--- src/design/spq_pkg.sv ---
// Shared types and constants for the sorted priority queue.
// No dependencies; imported by every design file.
package spq_pkg;

    localparam int DEFAULT_CAPACITY = 16;

    // action codes
    localparam logic [1:0] ACT_INSERT = 2'd0;
    localparam logic [1:0] ACT_DELETE = 2'd1;
    localparam logic [1:0] ACT_DUMP   = 2'd2;

    // status codes
    localparam logic [1:0] ST_DONE      = 2'd0;
    localparam logic [1:0] ST_FULL      = 2'd1;
    localparam logic [1:0] ST_NOT_FOUND = 2'd2;

    typedef struct packed {
        logic        [1:0]  action;
        logic signed [31:0] item_value;
        logic signed [31:0] item_priority;
    } spq_cmd_t;

    typedef struct packed {
        logic        [1:0]  status;
        logic        [4:0]  removed_count;
        logic               entry_valid;
        logic signed [31:0] entry_value;
        logic signed [31:0] entry_priority;
        logic               last_result;
    } spq_result_t;

    // one stored list entry
    typedef struct packed {
        logic signed [31:0] value;
        logic signed [31:0] prio;
    } spq_entry_t;

    typedef enum logic [2:0] {
        S_IDLE,
        S_INS_RD,
        S_INS_CMP,
        S_DEL_RD,
        S_DEL_CMP,
        S_DUMP
    } spq_state_t;

endpackage

--- src/design/sorted_priority_queue.sv ---
// Sorted priority queue top level: command decode, list sequencer, result register.
// Depends on spq_pkg and spq_ram.
//
// A command is taken when start is high and busy is low. Each result shows on result
// for one cycle with done high; the receiver cannot stall, so it must take every result
// as it comes. The list lives in a RAM with one read port and registered read data,
// and that port sets the timing. The cycle that shows the final result is also the
// first cycle in which a new command can be taken. An insert walks back from the tail,
// reading the entry above the hole, then moving it down one place or writing the new
// entry into the hole, or dropping it straight in once the hole is at the head; a delete
// compacts the list in place, reading each stored entry and keeping it only if its value
// does not match; a dump streams one entry per cycle once its first read returns. A full
// insert, an empty dump and an unused action code answer the next cycle.
// Busy stays high until the final result is on its way.
module sorted_priority_queue #(
    parameter int CAPACITY = spq_pkg::DEFAULT_CAPACITY
) (
    input  logic                 clk,
    input  logic                 rst_n,
    input  logic                 start,
    output logic                 busy,
    input  spq_pkg::spq_cmd_t    cmd,
    output logic                 done,
    output spq_pkg::spq_result_t result
);
    import spq_pkg::*;

    localparam int AW = $clog2(CAPACITY);
    localparam int CW = $clog2(CAPACITY + 1);
    localparam logic [CW-1:0] FULL_COUNT = CW'(CAPACITY);

    spq_state_t  state_reg, state_next;
    logic [CW-1:0] count_reg, count_next;
    logic [CW-1:0] idx_reg, idx_next;
    logic [CW-1:0] wr_reg, wr_next;
    logic          rvalid_reg, rvalid_next;
    logic          rlast_reg, rlast_next;
    spq_cmd_t      cmd_reg, cmd_next;
    logic          done_reg, done_next;
    spq_result_t   result_reg, result_next;

    logic          mem_we;
    logic [AW-1:0] mem_waddr;
    spq_entry_t    mem_wdata;
    logic [AW-1:0] mem_raddr;
    spq_entry_t    mem_rdata;

    logic [CW-1:0] idx_dec;
    logic [CW-1:0] removed;
    logic [CW+4:0] removed_ext;
    spq_entry_t    new_entry;

    spq_ram #(
        .DEPTH (CAPACITY)
    ) u_ram (
        .clk   (clk),
        .we    (mem_we),
        .waddr (mem_waddr),
        .wdata (mem_wdata),
        .raddr (mem_raddr),
        .rdata (mem_rdata)
    );

    assign idx_dec     = idx_reg - CW'(1);
    assign removed     = count_reg - wr_reg;
    assign removed_ext = {5'b0, removed};
    assign new_entry   = '{value: cmd_reg.item_value, prio: cmd_reg.item_priority};

    // sequencer: next state, memory controls and result
    always_comb
    begin
        state_next  = state_reg;
        count_next  = count_reg;
        idx_next    = idx_reg;
        wr_next     = wr_reg;
        rvalid_next = 1'b0;
        rlast_next  = 1'b0;
        cmd_next    = cmd_reg;
        done_next   = 1'b0;
        result_next = result_reg;
        mem_we      = 1'b0;
        mem_waddr   = idx_reg[AW-1:0];
        mem_wdata   = mem_rdata;
        mem_raddr   = idx_dec[AW-1:0];

        unique case (state_reg)
            S_IDLE:
            begin
                if (start)
                begin
                    cmd_next    = cmd;
                    result_next = '0;
                    result_next.last_result = 1'b1;
                    unique case (cmd.action)
                        ACT_INSERT:
                        begin
                            if (count_reg == FULL_COUNT)
                            begin
                                result_next.status = ST_FULL;
                                done_next          = 1'b1;
                            end
                            else
                            begin
                                idx_next   = count_reg;
                                state_next = S_INS_RD;
                            end
                        end
                        ACT_DELETE:
                        begin
                            idx_next   = '0;
                            wr_next    = '0;
                            state_next = S_DEL_RD;
                        end
                        ACT_DUMP:
                        begin
                            if (count_reg == '0)
                            begin
                                done_next = 1'b1;
                            end
                            else
                            begin
                                idx_next   = '0;
                                state_next = S_DUMP;
                            end
                        end
                        default:
                        begin
                            done_next = 1'b1;
                        end
                    endcase
                end
            end
            S_INS_RD:
            begin
                // read the entry above the hole, or drop the new entry at the head
                if (idx_reg == '0)
                begin
                    mem_we     = 1'b1;
                    mem_wdata  = new_entry;
                    count_next = count_reg + CW'(1);
                    done_next  = 1'b1;
                    state_next = S_IDLE;
                end
                else
                begin
                    state_next = S_INS_CMP;
                end
            end
            S_INS_CMP:
            begin
                // equal or higher priority stays ahead of the new entry
                mem_we = 1'b1;
                if (mem_rdata.prio >= cmd_reg.item_priority)
                begin
                    mem_wdata  = new_entry;
                    count_next = count_reg + CW'(1);
                    done_next  = 1'b1;
                    state_next = S_IDLE;
                end
                else
                begin
                    idx_next   = idx_dec;
                    state_next = S_INS_RD;
                end
            end
            S_DEL_RD:
            begin
                mem_raddr = idx_reg[AW-1:0];
                if (idx_reg == count_reg)
                begin
                    count_next = wr_reg;
                    result_next.removed_count = removed_ext[4:0];
                    result_next.status = (removed == '0) ? ST_NOT_FOUND : ST_DONE;
                    done_next  = 1'b1;
                    state_next = S_IDLE;
                end
                else
                begin
                    state_next = S_DEL_CMP;
                end
            end
            S_DEL_CMP:
            begin
                // keep non-matching entries, packed toward the head
                mem_waddr = wr_reg[AW-1:0];
                if (mem_rdata.value != cmd_reg.item_value)
                begin
                    mem_we  = 1'b1;
                    wr_next = wr_reg + CW'(1);
                end
                idx_next   = idx_reg + CW'(1);
                state_next = S_DEL_RD;
            end
            S_DUMP:
            begin
                // issue one read per cycle; the returned RAM data is registered into the result
                mem_raddr = idx_reg[AW-1:0];
                if (idx_reg != count_reg)
                begin
                    rvalid_next = 1'b1;
                    rlast_next  = (idx_reg == count_reg - CW'(1));
                    idx_next    = idx_reg + CW'(1);
                end
                if (rvalid_reg)
                begin
                    result_next = '0;
                    result_next.entry_valid    = 1'b1;
                    result_next.entry_value    = mem_rdata.value;
                    result_next.entry_priority = mem_rdata.prio;
                    result_next.last_result    = rlast_reg;
                    done_next                  = 1'b1;
                    if (rlast_reg)
                    begin
                        state_next = S_IDLE;
                    end
                end
            end
            default:
            begin
                state_next = S_IDLE;
            end
        endcase
    end

    // control registers
    always_ff @(posedge clk or negedge rst_n)
    begin
        if (!rst_n)
        begin
            state_reg  <= S_IDLE;
            count_reg  <= '0;
            idx_reg    <= '0;
            wr_reg     <= '0;
            rvalid_reg <= 1'b0;
            rlast_reg  <= 1'b0;
            done_reg   <= 1'b0;
        end
        else
        begin
            state_reg  <= state_next;
            count_reg  <= count_next;
            idx_reg    <= idx_next;
            wr_reg     <= wr_next;
            rvalid_reg <= rvalid_next;
            rlast_reg  <= rlast_next;
            done_reg   <= done_next;
        end
    end

    // payload registers
    always_ff @(posedge clk)
    begin
        cmd_reg    <= cmd_next;
        result_reg <= result_next;
    end

    assign busy   = (state_reg != S_IDLE);
    assign done   = done_reg;
    assign result = result_reg;

endmodule

--- src/design/spq_ram.sv ---
// Entry store: one write port, one read port, registered read data.
// Depends on spq_pkg for the entry type.
module spq_ram #(
    parameter int DEPTH = spq_pkg::DEFAULT_CAPACITY
) (
    input  logic                       clk,
    input  logic                       we,
    input  logic [$clog2(DEPTH)-1:0]   waddr,
    input  spq_pkg::spq_entry_t        wdata,
    input  logic [$clog2(DEPTH)-1:0]   raddr,
    output spq_pkg::spq_entry_t        rdata
);
    import spq_pkg::*;

    spq_entry_t mem [DEPTH];

    // write port
    always_ff @(posedge clk)
    begin
        if (we)
        begin
            mem[waddr] <= wdata;
        end
    end

    // read port, registered read data
    always_ff @(posedge clk)
    begin
        rdata <= mem[raddr];
    end

endmodule

--- config.mk ---
export PLATFORM = sky130hd
export DESIGN_NAME = sorted_priority_queue
export DESIGN_NICKNAME = d
export VERILOG_FILES = /design/src/design/spq_pkg.sv /design/src/design/sorted_priority_queue.sv /design/src/design/spq_ram.sv
export SDC_FILE = /design/constraint.sdc
export NUM_CORES = 1
export LEC_CHECK = 0
export BUFFER_PORTS_ARGS = -buffer_cell sky130_fd_sc_hd__buf_2
export CORE_ASPECT_RATIO = 0.9
export CORE_MARGIN = 2
export CORE_UTILIZATION = 56
export CTS_CLUSTER_SIZE = 25
export DETAILED_ROUTE_END_ITERATION = 7
export PLACE_DENSITY = 0.76
export SYNTH_ARGS = -nofsm -noshare
export SYNTH_HDL_FRONTEND = slang
export SYNTH_HIERARCHICAL = 1
export SYNTH_SLANG_ARGS = --single-unit
export TNS_END_PERCENT = 50
--- constraint.sdc ---
create_clock -name clk -period 6.9 [get_ports clk]
set_input_delay 0 -clock clk [delete_from_list [all_inputs] [get_ports clk]]
set_output_delay 0 -clock clk [all_outputs]
set_load 0.03 [all_outputs]
==> key figures <==
Status
  • Status: finished clean

Die
  • CORE AREA: about 85,000 um2
  • Cell row count: a little over 100
  • Die width: around 310 um
  • Die area: between 80,000 and 90,000 um2
  • Ports: 144
  • Die height: between 200 and 300 um
  • Initial Util: 0.567

Pwr
  • Leakage: ~19 nW
  • IR drop worst, VDD: slightly below 0.0009 V
  • Pwr Density: approximately 510 nW/um2

Worst setup path
  • Kind of cell adding the most delay to the critical path: simple AND/OR/NAND/NOR gates
  • Crit-path max FO: 47
  • Worst path max stage delay: approximately 0.8 ns
  • Critical path class: flip-flop to flip-flop
  • CP max-delay cell: buf_4
  • Req. time, crit path: 7.19 ns
  • CP startpoint kind: flip-flop
  • Crit-path cells: inv_1, ha_1, or4b_1, nor3_2, a21oi_1, o21ai_0, nand3b_1, nor2_4, buf_4
  • Kind of end point of the critical path: flip-flop
  • WP buf/inv: 2
  • Worst EP arrival: ~5 ns

Drt
  • DRT Pass-1 Iters: 5
  • WL met3: slightly above 10,000 um
  • Routed len/inst: between 20 and 30 um
  • Met2 WL post-DR: 54,800 um
  • Vias: 24,700
  • Drt drc: 0
  • ANT nets after route: 0
  • Routed WL: 111,000 um
  • Iter 0 DRT Violations: about 3,300
  • Vias per cell: about 6.3
  • DR top layer: met4
  • Wl on met1: about 43,000 um

STA
  • RSZ-0062 raised after global routing: false
  • Final hold violation count: 0
  • Rel. slew slack: 0.116
  • Worst-margin pin slew: 1.32 ns
  • Setup Skew: roughly 0.021 ns
  • Minimum clock period: 4.70 ns
  • Hold_ws: 0.0304 ns
  • FMAX: roughly 210 MHz
  • Tcrit/Tclk final: 0.682
  • Final Max Slew Viols: 0
  • Count of final setup violators: 0

Synthesis
  • Mapped Cells: between 2,000 and 2,500
  • Mean post-synth cell area: roughly 20 um2
  • Synth cell count leaders: 1,161 x edfxtp_1, 256 x mux4_2, 130 x nand2_1
  • Synth warn: 6
  • Area leader, netlist: edfxtp_1
  • Yosys cell types: 62
  • Top_reg_cell synth: edfxtp_1
  • Area share of the largest cell type after synthesis: 0.726
  • Area contributors post-synth: edfxtp_1 73%, mux4_2 12%, dfxtp_1 2.7%
  • Mapped cell area: 48,000 um2
  • Sequential area share after synthesis: 0.764
  • Fraction of registers with async set/reset: 0.0169
  • Most frequent cell after synthesis: edfxtp_1
  • Synthesized flop and latch total: 1,246
  • Syn nets: around 2,500
  • EDFF count, synth: approximately 1,200

Placement
  • Placed Area: between 50,000 and 60,000 um2
  • Dpl cells: 3,605
  • PortBufs: roughly 140
  • Routability Congestion: around 0.87
  • Hpwl dp: between 50,000 and 60,000 um

Clock tree
  • CTS Buf Count: 117
  • Latest clock arrival within the worst-skew pair: ~0.68 ns
  • Maximum root-to-sink buffer count: 3
  • TritonCTS clock tree: yes
  • Root buf cell: clkbuf_16
  • TritonCTS Sinks: around 1,200
  • CTS clk-pin slew, worst paths: 0.07 ns
  • Max H-tree Level: 3

Finish
  • Filler Cell Count: 5,364
  • Post-route insts no fill: about 3,900
  • Nets@finish: around 2,800
  • Share of cells above drive strength 1: 0.257
  • Largest register FFs: between 1,000 and 1,500
  • Syn-to-layout area delta: 14.5%
  • Final instance area: 55,000 um2

GRT
  • First-pass GRT wire length: 163,000 um
  • Grt ovf: 0
  • GRT Util Overall: 0.252
  • Largest net degree at the start of global routing: ~180
  • Vias in the first global route: about 25,000
  • Antenna violations before repair: 1

Run
  • Max-cap violations: 0

Min path
  • Worst min path class: input port to flip-flop
-- worst paths after layout --
check                      depth (start not counted)  slack [ns]        from              end
min in group asynchronous                          3        0.65       rst_n       rvalid_reg
setup reg to reg                                   9        2.20  idx_reg[0]  u_ram/mem[6][4]
hold / removal                                     2        0.03     cmd[18]      cmd_reg[18]
setup / recovery                                   9        2.20  idx_reg[0]  u_ram/mem[6][4]
hold reg to reg                                    1        0.56   wr_reg[3]        wr_reg[3]
max in group asynchronous                          3        5.50       rst_n     state_reg[0]
-- metrics by stage --
step	utilization	TNS, ns	power (W)	setup WS (ns)
finish	0.650	0	0.0283	2.20
global route	0.650	0	0.0295	2.05
CTS	0.650	0	0.0283	2.26
detailed placement	0.595	0	0.0219	2.26
global placement	0.595	0	0.0215	2.32
floorplan	-	-23.91	0.0187	-0.190
-- routing by layer --
metal,vias up,GRT usage
met4,0,0.0780
met3,207,0.0443
met5,-,0
met1,12900,0.352
li1,10300,-
met2,1331,0.414
-- where the power goes --
group	total [W]	switching [W]	internal [W]
Combinational	0.0106	0.00648	0.00409
Clock	0.00640	0.00269	0.00371
Sequential	0.0113	0.000568	0.0108
-- cells by family (layout without fill, tap and decap cells) --
logic type | after synthesis | in the layout | share of synthesized area
fa+ha+maj | 48 | 48 | 0.0127
buf+inv | 170 | 552 | 0.0163
mux | 294 | 294 | 0.129
compound gates | 254 | 254 | 0.0362
xor+xnor | 49 | 49 | 0.00894
simple gates | 323 | 323 | 0.0333
flops | 1246 | 1246 | 0.764
other cells | 0 | 1 | 0
-- area by class of cell --
type / instances / area [um2] / share of cell area
Antenna cell: 1 / 2.50 / 0.0000455
Clock buffer: 166 / 3350 / 0.0608
Clock inverter: 57 / 539 / 0.00980
Inverter: 48 / 180 / 0.00328
Multi-Input combinational cell: 968 / 10800 / 0.196
Sequential cell: 1246 / 36700 / 0.667
Tap cell: 1133 / 1420 / 0.0258
Timing Repair Buffer: 281 / 2080 / 0.0378
-- repair_timing --
| action | CTS | global route |
|---|---|---|
| hold endpoints to repair | 95 | 0 |
| hold buffers | 71 | 0 |
| gates resized for setup | 0 | 0 |
| buffers inserted | 0 | 0 |
-- layout by cell type, fill, tap and decap left out, drive strengths merged, types with 13 or more instances in the layout --
| cell type | instances |
|---|---|
| buf | 210 |
| a22oi | 128 |
| dfxtp | 64 |
| dlygate4sd3 | 71 |
| o21ai | 61 |
| xor2 | 37 |
| nor2 | 41 |
| clkinv | 46 |
| dfrtp | 21 |
| ha | 47 |
| and3 | 68 |
| nand2 | 130 |
| inv | 48 |
| mux4 | 256 |
| mux2 | 36 |
| clkbuf | 166 |
| a21oi | 25 |
| nor4 | 13 |
| edfxtp | 1161 |
No activity file was read; power rests on OpenSTA's default activity.
